--- src/rtl/lmtc_pkg.sv ---
// Shared types and constants of the LCD mode timing controller.
// No dependencies; used by lmtc_front, lmtc_back and the top level.
package lmtc_pkg;

  typedef enum logic [1:0] {
    OP_ADVANCE = 2'd0,
    OP_LCDC    = 2'd1,
    OP_STAT    = 2'd2,
    OP_LYC     = 2'd3
  } op_t;

  typedef enum logic [2:0] {
    EV_END   = 3'd0,
    EV_MODE  = 3'd1,
    EV_LINE  = 3'd2,
    EV_DRAW  = 3'd3,
    EV_FRAME = 3'd4
  } event_t;

  // queued item: decoded opcode and its single operand byte
  typedef struct packed {
    op_t        op;
    logic [7:0] operand;
  } item_t;

  parameter int QDEPTH = 2;
  parameter int QPTR_W = $clog2(QDEPTH);

  parameter logic [1:0] MODE_HBLANK = 2'd0;
  parameter logic [1:0] MODE_VBLANK = 2'd1;
  parameter logic [1:0] MODE_OAM    = 2'd2;
  parameter logic [1:0] MODE_DRAW   = 2'd3;

  parameter logic [11:0] OAM_CLKS     = 12'd82;
  parameter logic [11:0] DRAW_CLKS    = 12'd252;
  parameter logic [11:0] LINE_CLKS    = 12'd456;
  parameter logic [11:0] HBL_CLKS     = 12'd4;
  parameter logic [11:0] L153_CLKS    = 12'd448;
  parameter logic [11:0] SHORT_CLKS   = 12'd8;
  parameter logic [7:0]  VBLANK_LINE  = 8'd144;
  parameter logic [7:0]  LAST_LINE    = 8'd153;
  parameter logic [7:0]  WRAP_LINE    = 8'd154;
  parameter logic [2:0]  EV_LIMIT     = 3'd5;

endpackage

--- src/rtl/lmtc_front.sv ---
// Front end: accepts input beats, decodes the opcode and queues items.
// Depends on lmtc_pkg.
module lmtc_front (
  input  logic                 clk,
  input  logic                 rst,
  input  logic                 s_axis_tvalid,
  output logic                 s_axis_tready,
  input  logic [23:0]          s_axis_tdata,  // opcode[1:0], clock_count[9:2], write_value[17:10]
  output logic                 q_valid,
  output lmtc_pkg::item_t      q_item,
  input  logic                 q_ready
);

  lmtc_pkg::item_t             entry [lmtc_pkg::QDEPTH];
  logic [lmtc_pkg::QPTR_W-1:0] wr_ptr;
  logic [lmtc_pkg::QPTR_W-1:0] rd_ptr;
  logic [lmtc_pkg::QPTR_W:0]   count;
  lmtc_pkg::item_t             dec_item;
  logic                        push;
  logic                        pop;

  always_comb begin
    dec_item.op      = lmtc_pkg::op_t'(s_axis_tdata[1:0]);
    dec_item.operand = (dec_item.op == lmtc_pkg::OP_ADVANCE) ? s_axis_tdata[9:2]
                                                              : s_axis_tdata[17:10];
  end

  assign s_axis_tready = (count != (lmtc_pkg::QPTR_W+1)'(lmtc_pkg::QDEPTH));
  assign push          = s_axis_tvalid && s_axis_tready;
  assign q_valid       = (count != '0);
  assign pop           = q_valid && q_ready;
  assign q_item        = entry[rd_ptr];

  always_ff @(posedge clk) begin
    if (rst) begin
      wr_ptr <= '0;
      rd_ptr <= '0;
      count  <= '0;
    end else begin
      if (push) begin
        wr_ptr <= wr_ptr + 1'b1;
      end
      if (pop) begin
        rd_ptr <= rd_ptr + 1'b1;
      end
      if (push && !pop) begin
        count <= count + 1'b1;
      end else if (pop && !push) begin
        count <= count - 1'b1;
      end
    end
  end

  always_ff @(posedge clk) begin
    if (push) begin
      entry[wr_ptr] <= dec_item;
    end
  end

endmodule

--- src/rtl/lmtc_back.sv ---
// Back end: mode/line sequencer, register file and result output register.
// Depends on lmtc_pkg; fed by lmtc_front.
module lmtc_back (
  input  logic            clk,
  input  logic            rst,
  input  logic            cfg_valid,
  input  logic            cfg_data,
  input  logic            q_valid,
  input  lmtc_pkg::item_t q_item,
  output logic            q_ready,
  output logic            m_axis_tvalid,
  input  logic            m_axis_tready,
  output logic [23:0]     m_axis_tdata,  // screen_mode[1:0], line_number[9:2],
                                         // status_byte[17:10], vblank_irq[18], stat_irq[19]
  output logic [2:0]      m_axis_tuser,  // event_kind[2:0]
  output logic            m_axis_tlast   // last_result
);

  typedef enum logic [3:0] {
    ST_IDLE   = 4'b0001,
    ST_RUN    = 4'b0010,
    ST_SECOND = 4'b0100,
    ST_END    = 4'b1000
  } state_t;

  function automatic logic stat_line_f(logic on, logic [1:0] m, logic [7:0] s);
    return on && ((s[6] && s[2]) || (m == lmtc_pkg::MODE_HBLANK && s[3]) ||
                  (m == lmtc_pkg::MODE_VBLANK && s[4]) || (m == lmtc_pkg::MODE_OAM && s[5]));
  endfunction

  state_t      state, state_next;
  logic [2:0]  n_cnt, n_next;
  logic        second_frame, second_frame_next;
  logic        double_speed;
  logic [1:0]  mode_reg, mode_next;
  logic [7:0]  scanline, scanline_next;
  logic [11:0] line_clock, line_clock_next;
  logic        line_drawn, drawn_next;
  logic        display_on, display_next;
  logic [7:0]  control_reg, control_next;
  logic [7:0]  status_reg, status_next;
  logic [7:0]  compare_line, compare_next;
  logic        stat_prev, stat_prev_next;

  logic [11:0] oam_lim, draw_lim, line_lim, lc_sub;
  logic [7:0]  line_inc;
  logic        out_free, out_load;
  lmtc_pkg::event_t ev_kind;
  logic        ev_vb, ev_st, ev_last;

  lmtc_pkg::event_t out_kind;
  logic [1:0]  out_mode;
  logic [7:0]  out_line, out_status;
  logic        out_vb, out_st;

  assign oam_lim  = lmtc_pkg::OAM_CLKS << double_speed;
  assign draw_lim = lmtc_pkg::DRAW_CLKS << double_speed;
  assign line_lim = lmtc_pkg::LINE_CLKS << double_speed;
  assign lc_sub   = line_clock - line_lim;
  assign line_inc = scanline + 8'd1;
  assign out_free = !m_axis_tvalid || m_axis_tready;

  always_comb begin
    state_next        = state;
    n_next            = n_cnt;
    second_frame_next = second_frame;
    mode_next         = mode_reg;
    scanline_next     = scanline;
    line_clock_next   = line_clock;
    drawn_next        = line_drawn;
    display_next      = display_on;
    control_next      = control_reg;
    status_next       = status_reg;
    compare_next      = compare_line;
    stat_prev_next    = stat_prev;
    q_ready           = 1'b0;
    out_load          = 1'b0;
    ev_kind           = lmtc_pkg::EV_END;
    ev_vb             = 1'b0;
    ev_st             = 1'b0;
    ev_last           = 1'b0;
    case (state)
      ST_IDLE: begin
        if (q_valid && out_free) begin
          q_ready = 1'b1;
          case (q_item.op)
            lmtc_pkg::OP_ADVANCE: begin
              if (display_on) begin
                line_clock_next = line_clock + {4'd0, q_item.operand};
                n_next          = '0;
                state_next      = ST_RUN;
              end else begin
                out_load = 1'b1;
                ev_last  = 1'b1;
              end
            end
            lmtc_pkg::OP_LCDC: begin
              if (control_reg[7] != q_item.operand[7]) begin
                scanline_next = '0;
                if (q_item.operand[7]) begin
                  line_clock_next = lmtc_pkg::LINE_CLKS;
                  mode_next       = lmtc_pkg::MODE_VBLANK;
                end else begin
                  line_clock_next = '0;
                  mode_next       = lmtc_pkg::MODE_HBLANK;
                end
                status_next    = {status_reg[7:2], mode_next};
                stat_prev_next = stat_line_f(display_on, mode_next, status_next);
              end
              display_next = q_item.operand[7];
              control_next = q_item.operand;
              out_load     = 1'b1;
              ev_last      = 1'b1;
            end
            lmtc_pkg::OP_STAT: begin
              status_next    = {q_item.operand[7:3], status_reg[2:0]};
              stat_prev_next = stat_line_f(display_on, mode_reg, status_next);
              ev_st          = stat_prev_next && !stat_prev;
              out_load       = 1'b1;
              ev_last        = 1'b1;
            end
            lmtc_pkg::OP_LYC: begin
              compare_next = q_item.operand;
              if (display_on) begin
                status_next[2] = (scanline == q_item.operand);
                stat_prev_next = stat_line_f(display_on, mode_reg, status_next);
                ev_st          = stat_prev_next && !stat_prev;
              end
              out_load = 1'b1;
              ev_last  = 1'b1;
            end
            default: ;
          endcase
        end
      end
      ST_RUN: begin
        if (out_free) begin
          if (n_cnt > lmtc_pkg::EV_LIMIT) begin
            state_next = ST_END;
          end else begin
            case (mode_reg)
              lmtc_pkg::MODE_OAM: begin
                if (line_clock < oam_lim) begin
                  state_next = ST_END;
                end else begin
                  mode_next        = lmtc_pkg::MODE_DRAW;
                  status_next[1:0] = lmtc_pkg::MODE_DRAW;
                  stat_prev_next   = stat_line_f(display_on, mode_next, status_next);
                  ev_st            = stat_prev_next && !stat_prev;
                  ev_kind          = lmtc_pkg::EV_MODE;
                  out_load         = 1'b1;
                  n_next           = n_cnt + 3'd1;
                end
              end
              lmtc_pkg::MODE_DRAW: begin
                if (line_clock < draw_lim) begin
                  state_next = ST_END;
                end else begin
                  ev_kind           = lmtc_pkg::EV_DRAW;
                  out_load          = 1'b1;
                  n_next            = n_cnt + 3'd1;
                  second_frame_next = 1'b0;
                  state_next        = ST_SECOND;
                end
              end
              lmtc_pkg::MODE_HBLANK: begin
                if (!line_drawn) begin
                  if (line_clock < lmtc_pkg::HBL_CLKS) begin
                    state_next = ST_END;
                  end else begin
                    status_next[2] = (scanline == compare_line);
                    if (scanline == lmtc_pkg::VBLANK_LINE) begin
                      mode_next = lmtc_pkg::MODE_VBLANK;
                      ev_vb     = 1'b1;
                    end else begin
                      mode_next = lmtc_pkg::MODE_OAM;
                    end
                    status_next[1:0] = mode_next;
                    stat_prev_next   = stat_line_f(display_on, mode_next, status_next);
                    ev_st            = stat_prev_next && !stat_prev;
                    ev_kind          = lmtc_pkg::EV_MODE;
                    out_load         = 1'b1;
                    n_next           = n_cnt + 3'd1;
                  end
                end else if (line_clock < line_lim) begin
                  state_next = ST_END;
                end else begin
                  line_clock_next = lc_sub;
                  scanline_next   = line_inc;
                  drawn_next      = 1'b0;
                  ev_kind         = lmtc_pkg::EV_LINE;
                  out_load        = 1'b1;
                  n_next          = n_cnt + 3'd1;
                end
              end
              lmtc_pkg::MODE_VBLANK: begin
                if (line_clock < line_lim) begin
                  state_next = ST_END;
                end else begin
                  line_clock_next = lc_sub;
                  if (scanline == '0) begin
                    mode_next        = lmtc_pkg::MODE_OAM;
                    status_next[1:0] = lmtc_pkg::MODE_OAM;
                    ev_kind          = lmtc_pkg::EV_MODE;
                  end else begin
                    scanline_next = line_inc;
                    if (line_inc == lmtc_pkg::LAST_LINE) begin
                      line_clock_next = lc_sub + (lmtc_pkg::L153_CLKS << double_speed);
                    end else if (line_inc == lmtc_pkg::WRAP_LINE) begin
                      scanline_next     = '0;
                      line_clock_next   = lc_sub + (lmtc_pkg::SHORT_CLKS << double_speed);
                      second_frame_next = 1'b1;
                      state_next        = ST_SECOND;
                    end
                    status_next[2] = (scanline_next == compare_line);
                    ev_kind        = lmtc_pkg::EV_LINE;
                  end
                  stat_prev_next = stat_line_f(display_on, mode_next, status_next);
                  ev_st          = stat_prev_next && !stat_prev;
                  out_load       = 1'b1;
                  n_next         = n_cnt + 3'd1;
                end
              end
              default: ;
            endcase
          end
        end
      end
      ST_SECOND: begin
        if (out_free) begin
          out_load   = 1'b1;
          n_next     = n_cnt + 3'd1;
          state_next = ST_RUN;
          if (second_frame) begin
            ev_kind = lmtc_pkg::EV_FRAME;
          end else begin
            mode_next        = lmtc_pkg::MODE_HBLANK;
            status_next[1:0] = lmtc_pkg::MODE_HBLANK;
            drawn_next       = 1'b1;
            stat_prev_next   = stat_line_f(display_on, mode_next, status_next);
            ev_st            = stat_prev_next && !stat_prev;
            ev_kind          = lmtc_pkg::EV_MODE;
          end
        end
      end
      ST_END: begin
        if (out_free) begin
          out_load   = 1'b1;
          ev_last    = 1'b1;
          state_next = ST_IDLE;
        end
      end
      default: state_next = ST_IDLE;
    endcase
  end

  always_ff @(posedge clk) begin
    if (rst) begin
      state         <= ST_IDLE;
      n_cnt         <= '0;
      second_frame  <= 1'b0;
      double_speed  <= 1'b0;
      mode_reg      <= '0;
      scanline      <= '0;
      line_clock    <= '0;
      line_drawn    <= 1'b0;
      display_on    <= 1'b0;
      control_reg   <= '0;
      status_reg    <= '0;
      compare_line  <= '0;
      stat_prev     <= 1'b0;
      m_axis_tvalid <= 1'b0;
    end else begin
      state        <= state_next;
      n_cnt        <= n_next;
      second_frame <= second_frame_next;
      mode_reg     <= mode_next;
      scanline     <= scanline_next;
      line_clock   <= line_clock_next;
      line_drawn   <= drawn_next;
      display_on   <= display_next;
      control_reg  <= control_next;
      status_reg   <= status_next;
      compare_line <= compare_next;
      stat_prev    <= stat_prev_next;
      if (cfg_valid) begin
        double_speed <= cfg_data;
      end
      if (out_load) begin
        m_axis_tvalid <= 1'b1;
      end else if (m_axis_tready) begin
        m_axis_tvalid <= 1'b0;
      end
    end
  end

  // result payload, taken from the state after the event
  always_ff @(posedge clk) begin
    if (out_load) begin
      out_kind     <= ev_kind;
      out_mode     <= mode_next;
      out_line     <= scanline_next;
      out_status   <= status_next;
      out_vb       <= ev_vb;
      out_st       <= ev_st;
      m_axis_tlast <= ev_last;
    end
  end

  assign m_axis_tdata = {4'd0, out_st, out_vb, out_status, out_line, out_mode};
  assign m_axis_tuser = out_kind;

`ifndef SYNTH
  a_mode_in_stat: assert property (@(posedge clk) disable iff (rst)
    status_reg[1:0] == mode_reg)
    else $error("STAT mode bits differ from mode register");

  a_line_range: assert property (@(posedge clk) disable iff (rst)
    scanline <= lmtc_pkg::LAST_LINE)
    else $error("scanline beyond last line");

  a_off_is_idle: assert property (@(posedge clk) disable iff (rst)
    !display_on |-> (state == ST_IDLE || state == ST_END))
    else $error("sequencer running with display off");

  a_second_from_run: assert property (@(posedge clk) disable iff (rst)
    (state == ST_SECOND && $past(state) != ST_SECOND) |-> $past(state) == ST_RUN)
    else $error("second event entered outside an advance");
`endif

endmodule

--- src/rtl/lcd_mode_timing_controller_unit.sv ---
// Top level of the LCD mode timing controller.
// Depends on lmtc_pkg, lmtc_front and lmtc_back.
//
// Scanline mode sequencer (OAM, draw, hblank, vblank) driven by advance and
// register-write items. The front end queues up to two items; the sequencer
// in the back end then produces result beats through its output register and
// holds while that register is stalled. A write item, or an advance while the
// display is off, gives only its end report. An advance reports 0 to 7
// events: it first adds the clocks, then gives one result per event, then
// finds no further event due (or the event limit reached) and gives the end
// report. The double_speed register is written on the cfg channel, which is
// always ready.
module lcd_mode_timing_controller_unit (
  input  logic        clk,
  input  logic        rst,
  input  logic        cfg_valid,
  output logic        cfg_ready,
  input  logic        cfg_data,       // double_speed
  input  logic        s_axis_tvalid,
  output logic        s_axis_tready,
  input  logic [23:0] s_axis_tdata,   // opcode[1:0], clock_count[9:2], write_value[17:10]
  output logic        m_axis_tvalid,
  input  logic        m_axis_tready,
  output logic [23:0] m_axis_tdata,   // screen_mode[1:0], line_number[9:2],
                                      // status_byte[17:10], vblank_irq[18], stat_irq[19]
  output logic [2:0]  m_axis_tuser,   // event_kind[2:0]
  output logic        m_axis_tlast    // last_result
);

  logic            q_valid;
  logic            q_ready;
  lmtc_pkg::item_t q_item;

  assign cfg_ready = 1'b1;

  lmtc_front u_front (
    .clk           (clk),
    .rst           (rst),
    .s_axis_tvalid (s_axis_tvalid),
    .s_axis_tready (s_axis_tready),
    .s_axis_tdata  (s_axis_tdata),
    .q_valid       (q_valid),
    .q_item        (q_item),
    .q_ready       (q_ready)
  );

  lmtc_back u_back (
    .clk           (clk),
    .rst           (rst),
    .cfg_valid     (cfg_valid && cfg_ready),
    .cfg_data      (cfg_data),
    .q_valid       (q_valid),
    .q_item        (q_item),
    .q_ready       (q_ready),
    .m_axis_tvalid (m_axis_tvalid),
    .m_axis_tready (m_axis_tready),
    .m_axis_tdata  (m_axis_tdata),
    .m_axis_tuser  (m_axis_tuser),
    .m_axis_tlast  (m_axis_tlast)
  );

endmodule
--- config.mk ---
export PLATFORM = sky130hd
export DESIGN_NAME = lcd_mode_timing_controller_unit
export DESIGN_NICKNAME = d
export VERILOG_FILES = /design/src/rtl/lmtc_pkg.sv /design/src/rtl/lmtc_front.sv /design/src/rtl/lmtc_back.sv /design/src/rtl/lcd_mode_timing_controller_unit.sv
export SDC_FILE = /design/constraint.sdc
export NUM_CORES = 1
export LEC_CHECK = 0
export ABC_AREA = 1
export BUFFER_PORTS_ARGS = -buffer_cell sky130_fd_sc_hd__buf_2
export CORE_ASPECT_RATIO = 0.75
export CORE_MARGIN = 8
export CORE_UTILIZATION = 30
export DETAILED_ROUTE_END_ITERATION = 8
export MAX_ROUTING_LAYER = met4
export PLACE_DENSITY = 0.49
export SLEW_MARGIN = 20
export SYNTH_ARGS = -nofsm -noshare
export SYNTH_HDL_FRONTEND = slang
export SYNTH_HIERARCHICAL = 1
export SYNTH_SLANG_ARGS = --single-unit
--- constraint.sdc ---
create_clock -name clk -period 6.9 [get_ports clk]
set_input_delay 1.38 -clock clk [delete_from_list [all_inputs] [get_ports clk]]
set_output_delay 1.38 -clock clk [all_outputs]
set_load 0.02 [all_outputs]
# [Yosys cells after proc, flatten, opt, wreduce, memory -nomap -nowiden]
# Memory sizes are Yosys's and may differ from the RTL's. A register that Yosys moved wholly into a read port is not among the register bits.
# Cells that the tools add are included.
[totals] ram_bits=20 register_bits=87 out_inout_bits=31 memories=1 input_bits=30
[mem_list] name="u_front.entry" words=2 width=10 read_ports=1 rd_clocked_by_memory_dff=1 write_ports=1 line="lmtc_front.sv:14" source="lmtc_pkg::item_t entry [lmtc_pkg::QDEPTH];"
[op_classes] n_bitwise=4 n_shift=5 n_reduce_logical=84 n_lt_le_gt_ge=5 mux=202 n_addsub=10 eq_ne=59
[ops] op="8-bit 2-to-1 mux" count=19
[ops] op="12-bit 2-to-1 mux" count=11
[ops] op="2-bit 2-to-1 mux" count=40
[ops] op="12-bit case mux with 2 select lines" count=3
[ops] op="4-bit 2-to-1 mux" count=16
[ops] op="3-bit 2-to-1 mux" count=21
[ops] op="1-bit 2-to-1 mux" count=62
[ops] op="1-bit logical AND" count=38
[ops] op="12-bit less-than comparator" count=3
[ops] op="4-bit case mux with 4 select lines" count=2
[ops] op="8-bit case mux with 2 select lines" count=2
[ops] op="12-bit adder" count=2
[ops] op="8-bit equality test" count=3
[ops] op="8-bit equality test (second input constant)" count=3
[ops] op="2-bit case mux with 3 select lines" count=4
[ops] op="3-bit case mux with 4 select lines" count=2
[ops] op="9-bit by 1-bit << shifter with 12-bit output (first input constant)" count=2
[ops] op="3-bit != test (second input constant)" count=7
[ops] op="5-bit != test (second input constant)" count=4
[ops] op="2-bit != test (second input constant)" count=9
[ops] op="1-bit case mux with 3 select lines" count=6
[ops] op="1-bit logical OR" count=17
[ops] op="1-bit case mux with 2 select lines" count=8
[ops] op="2-bit equality test (second input constant)" count=7
[ops] op="other kinds (47)" count=78

# [Longest topological paths before layout]
[depth] word_depth=28 mapped_depth=25

# [Hierarchy]
# The synthesis kept the hierarchy.
[by_module_without_submodules] module="lmtc_back" n_inst=1 cells_per_inst=893 area_each_um2=6058.3
[by_module_without_submodules] module="lmtc_front" n_inst=1 cells_per_inst=93 area_each_um2=1086.0
[by_module_without_submodules] module="lcd_mode_timing_controller_unit" n_inst=1 cells_per_inst=2 area_each_um2=11.3

# [Least setup slack after synthesis]
# Ideal clock, no wire load.
[synth_path] path_kind="reg2reg" startpoint="reg u_back.double_speed" endpoint="reg u_back.line_clock[11]" arrival_ns=3.041 path_stages_with_launch=19 period_less_slack_ns=3.162 required_time_ns=6.779 setup_time_ns=0.121 slack_ns=3.738 path_cell_list="dfxtp_1 inv_1 ha_1 a21o_1 nor2_1 nand2_1 a21boi_0 nor2_1 or2_2 nand2_1 inv_1 ha_1 inv_1 o21ai_0 o211ai_1 nor2_1 nand2_1 nand3_1 a21oi_1"
[synth_between] elab_chain_cells=11 word_cells_on_any_way=20 cone_classes="add/sub: 3; order compare: 1; eq/ne: 2; shift: 3; mux: 10; reduce/logical: 1"
[synth_rtl] item="from (decl)" line="lmtc_back.sv:34" source="logic double_speed;"
[synth_rtl] item="from (signal assigned)" line="lmtc_back.sv:287" source="double_speed <= cfg_data;"
[synth_rtl] item="9-bit by 1-bit << shifter with 12-bit output" line="lmtc_back.sv:58" source="assign line_lim = lmtc_pkg::LINE_CLKS << double_speed;"
[synth_rtl] item="12-bit subtractor" line="lmtc_back.sv:59" source="assign lc_sub = line_clock - line_lim;"
[synth_rtl] item="12-bit adder" line="lmtc_back.sv:211" source="line_clock_next = lc_sub + (lmtc_pkg::SHORT_CLKS << double_speed);"
[synth_rtl] item="12-bit 2-to-1 mux" line="lmtc_back.sv:209" source="end else if (line_inc == lmtc_pkg::WRAP_LINE) begin"
[synth_rtl] item="12-bit 2-to-1 mux" line="lmtc_back.sv:207" source="if (line_inc == lmtc_pkg::LAST_LINE) begin"
[synth_rtl] item="12-bit 2-to-1 mux" line="lmtc_back.sv:201" source="if (scanline == '0) begin"
[synth_rtl] item="12-bit 2-to-1 mux" line="lmtc_back.sv:197" source="if (line_clock < line_lim) begin"
[synth_rtl] item="12-bit case mux with 2 select lines" line="lmtc_back.sv:141" source="case (mode_reg)"
[synth_rtl] item="12-bit 2-to-1 mux" line="lmtc_back.sv:138" source="if (n_cnt > lmtc_pkg::EV_LIMIT) begin"
[synth_rtl] item="12-bit 2-to-1 mux" line="lmtc_back.sv:137" source="if (out_free) begin"
[synth_rtl] item="12-bit case mux with 2 select lines" line="lmtc_back.sv:82" source="case (state)"
[synth_rtl] item="to (signal assigned)" line="lmtc_back.sv:279" source="line_clock <= line_clock_next;"
[synth_rtl] item="to (decl)" line="lmtc_back.sv:37" source="logic [11:0] line_clock, line_clock_next;"
# Parallel ways exist; a longest one is shown, timed or not. The select of a mux whose other input is x is not followed.
# A chain may end at the register's enable or synchronous reset.

# [Worst setup path in the final report]
[layout_path] startpoint="reg u_back.double_speed" endpoint="reg u_back.out_status[2], enable pin"
[layout_between] elab_chain_cells=8 word_cells_on_any_way=14 cone_classes="order compare: 3; shift: 3; mux: 8"
[layout_rtl] item="9-bit by 1-bit << shifter with 12-bit output" line="lmtc_back.sv:58"
[layout_rtl] item="12-bit less-than comparator" line="lmtc_back.sv:185, lmtc_back.sv:197"
[layout_rtl] item="1-bit 2-to-1 mux" line="lmtc_back.sv:185, lmtc_back.sv:197"
[layout_rtl] item="1-bit 2-to-1 mux" line="lmtc_back.sv:167" source="if (!line_drawn) begin"
[layout_rtl] item="1-bit case mux with 4 select lines (*)" line="lmtc_back.sv:141"
[layout_rtl] item="1-bit 2-to-1 mux (*)" line="lmtc_back.sv:138"
[layout_rtl] item="1-bit 2-to-1 mux (*)" line="lmtc_back.sv:137"
[layout_rtl] item="1-bit case mux with 3 select lines (*)" line="lmtc_back.sv:82"
[layout_rtl] item="via u_back.out_load" line="lmtc_back.sv:47" source="logic out_free, out_load;"
[layout_rtl] item="to (signal assigned)" line="lmtc_back.sv:303" source="out_status <= status_next;"
[layout_rtl] item="to (decl)" line="lmtc_back.sv:53" source="logic [7:0] out_line, out_status;"
# Mark *: on every way through the listed nets, which the timed path passes. The rest lies on a longest branch.

==> reports/results.ini <==
[clock_tree]
clkSinkCount=100
cts.hold.buffers_added=0
cts_resized=0
path_clk_slew_ps=80
cts_root_buf=clkbuf_16
clk_path_buf_depth=2
insertion_delay_ps=370
numCtsBuffers=9
h-tree-depth=3
cts_tree=built
cts_setup_buffers=0

[worst_setup_path]
arrival_ps=4100
rrSetupSlack_ps=2850
end_kind=flop
reg2reg_from=u_back/double_speed$_SDFFE_PP0P_
reg2regPathDepth=12
crit_fanout=18
cpPeakStageDelay_ps=700
start_kind=flop
crit_family=compound AO/OA/AOI/OAI gates
crit_type=flop to flop
crit_required_ps=6950
crit_chain=inv_1 > ha_1 > o21ai_0 > nand2_1 > a21o_1 > a21oi_1 > o21ai_0 > nor2_1 > a21oi_1 > nand4_1 > nand3_1 > buf_4
worst-path-buf-inv=2
r2r-end=u_back/out_status[2]$_DFFE_PP_
crit_slowest_cell=dfxtp_1

[cells_and_area]
final_layout_size_suffix_gt1_share_pct=11.1
n_antenna_cell=0
largest_register_ffs=20
regMostFlops=u_front/entry
fin_nets=1092
largestRegisters=u_front/entry x20, u_back/line_clock x12
final_util_pct=33.5
fillers=2592
syn_to_final_growth_pct=11.1

[floorplanning]
pin_count=61
start_util_pct=30.2
rows=49
dieArea_sq_um=29100
fp.dieH_um=150
die_width_um=194
core-area_sq_um=23700

[synthesis]
ys_warn_count=6
synth-edff-count=44
synth_area_sq_um=7160
yosys.area.top_type=edfxtp_1
async_reset_ff_share_pct=0
synth_top_area_share_pct=18.5
netlist_instances=988
avgSynthCellArea_sq_um=7.24
synth_area_leaders=edfxtp_1 (18%), dfxtp_1 (16%), nand2_1 (11%)
synthDistinctLibCells=62
synth_seq_cells=100
ys_seq_area_share_pct=34.1
synth_ff_type=dfxtp_1

[global_routing]
grt_pass1_wl_um=35600
gr-usage-all-layers_pct=16.0
gr-total-overflow=0
grt_pass1_vias=6300
grt_max_degree=30
antenna_found_initial=0

[timing]
skew_ps=16.1
tightest_slew_ps=904
tns_ps=0
whs_ps=476
fmax_mhz=247
fin_crit_sh_pct=58.7
period_minus_slack_ps=4050
slew_viol_final=0
setup_viol=0
layout_setup_ws_ps=2850
grt_setup_unrepaired=false
slew_headroom_pct=39.5
final_hold_viol_count=0

[min_path]
min_path_cells=2
hp-start=u_back/line_clock[0]$_SDFFE_PP0P_
hold_class=flop to flop
holdPathEnd=u_back/line_clock[0]$_SDFFE_PP0P_

[placed_design]
place_congestion=0.943
place_ws_ps=2910
hpwl_um=17300
io_buffers=49

[pwr]
p_leak_nw=3.55
power_density_nw_per_um2=383
p_total_mw=3.05
ir_drop_uv=143

[flow_run]
drv_cap=0

[outcome]
status=completed

[drt]
first_pass_iters=5
post_drt_wl_per_cell_um=16.9
postRouteAntennaNets=0
first_iter_violations=643
via_per_inst=5.10
drc=0
drt_wl_total_um=22500
routed-via-count=6814

[cells by family (layout without fill, tap and decap cells)]
logic type	after synthesis	count (layout)	share of synthesized area, %
AOI/OAI and AO/OA	238	238	19.5
other	2	5	0.105
buffers and inverters	177	215	10.4
muxes	10	10	1.57
DFF	100	100	34.1
xor gates and xnor gates	19	19	2.33
adders and majority gates	38	38	6.96
and+or+nand+nor	404	404	25.0
[cells in the mapped netlist (4+ instances only)]
cell and instances:
a31oi_1 10, o221ai_1 4, nor2_1 93, o211ai_1 16, xor2_1 12, nand3b_1 4, o22ai_1 7, a21oi_1 84
xnor2_1 7, nand3_1 44, nand4_1 12, buf_4 9, buf_2 7, nand2_2 6, o21ai_0 74, o31ai_1 4
edfxtp_1 44, clkbuf_1 11, mux2_2 10, nor4_1 5, nand2_1 206, a221oi_1 7, o21ai_1 6, inv_2 7
inv_1 136, or2_2 5, a211oi_1 6, ha_1 35, dfxtp_1 56, nor3_1 11
[layout by cell type, fill, tap and decap left out, types with 3 or more instances in the layout]
cell type,Yosys,layout
nand2_1,206,206
inv_1,136,136
nor2_1,93,93
a21oi_1,84,84
o21ai_0,74,74
dfxtp_1,56,56
buf_2,7,49
nand3_1,44,44
edfxtp_1,44,44
ha_1,35,35
o211ai_1,16,16
nand4_1,12,12
xor2_1,12,12
nor3_1,11,11
a31oi_1,10,10
mux2_2,10,10
clkbuf_16,0,9
inv_2,7,7
xnor2_1,7,7
a221oi_1,7,7
o22ai_1,7,7
o21ai_1,6,6
a211oi_1,6,6
nand2_2,6,6
conb_1,2,5
nor4_1,5,5
or2_2,5,5
o221ai_1,4,4
o31ai_1,4,4
nand3b_1,4,4
inv_6,1,3
o2111ai_1,3,3
nand3_2,3,3
nor2_2,3,3
nor2_4,3,3
fa_1,3,3
buf_4,9,3
[power breakdown]
group	total [mW]	switching (mW)	internal, mW	leakage, nW
Clock	0.566	0.245	0.321	0.155
Combinational	1.55	1.07	0.487	2.51
Sequential	0.929	0.109	0.820	0.876
[worst max path at each step]
stage / slack [ps] / end / cells after the start / from
2_1_floorplan: 3740 / u_back/line_clock[11]$_SDFFE_PP0P_ / 18 / u_back/double_speed$_SDFFE_PP0P_
3_3_place_gp: 2960 / u_back/out_line[3]$_DFFE_PP_ / 9 / m_axis_tready
3_5_place_dp: 2910 / u_back/out_status[4]$_DFFE_PP_ / 12 / m_axis_tready
4_1_cts: 2960 / u_back/out_line[3]$_DFFE_PP_ / 12 / u_back/double_speed$_SDFFE_PP0P_
5_1_grt: 2540 / u_back/m_axis_tlast$_SDFFCE_PN0P_ / 12 / u_back/double_speed$_SDFFE_PP0P_
6_report: 2850 / u_back/out_status[2]$_DFFE_PP_ / 12 / u_back/double_speed$_SDFFE_PP0P_
[final cells by class]
type	count	area (sq um)	area share [%]
clock buffer	11	233	2.93
timing repair buffer	52	268	3.37
multi-input combinational	714	3980	50.1
tap	306	383	4.82
inverter	147	561	7.05
sequential	100	2440	30.7
clock inverter	5	82.6	1.04
[worst register-to-register path, stage by stage, from the launching register on]
cell and delay (ps):
dfxtp_1 700, inv_1 410, ha_1 420, o21ai_0 80
nand2_1 100, a21o_1 100, a21oi_1 50, o21ai_0 620
nor2_1 170, a21oi_1 150, nand4_1 110, nand3_1 450
buf_4 370
[metal layers]
layer,GRT usage (%),up-vias,wire length (um)
met2,22.2,232,9160
met5,-,-,0
met4,3.16,0,230
met1,23.1,3174,11400
met3,3.82,20,1740
li1,-,3388,-
[through the flow]
stage | cells | cell area, sq um
after floorplan | 991 | 7170
after global placement | 1319 | 7630
after detailed placement | 1319 | 7630
after CTS | 1335 | 7950
after global routing | 1335 | 7950
final | 1335 | 7950
Power figures use the tool's default switching activity.
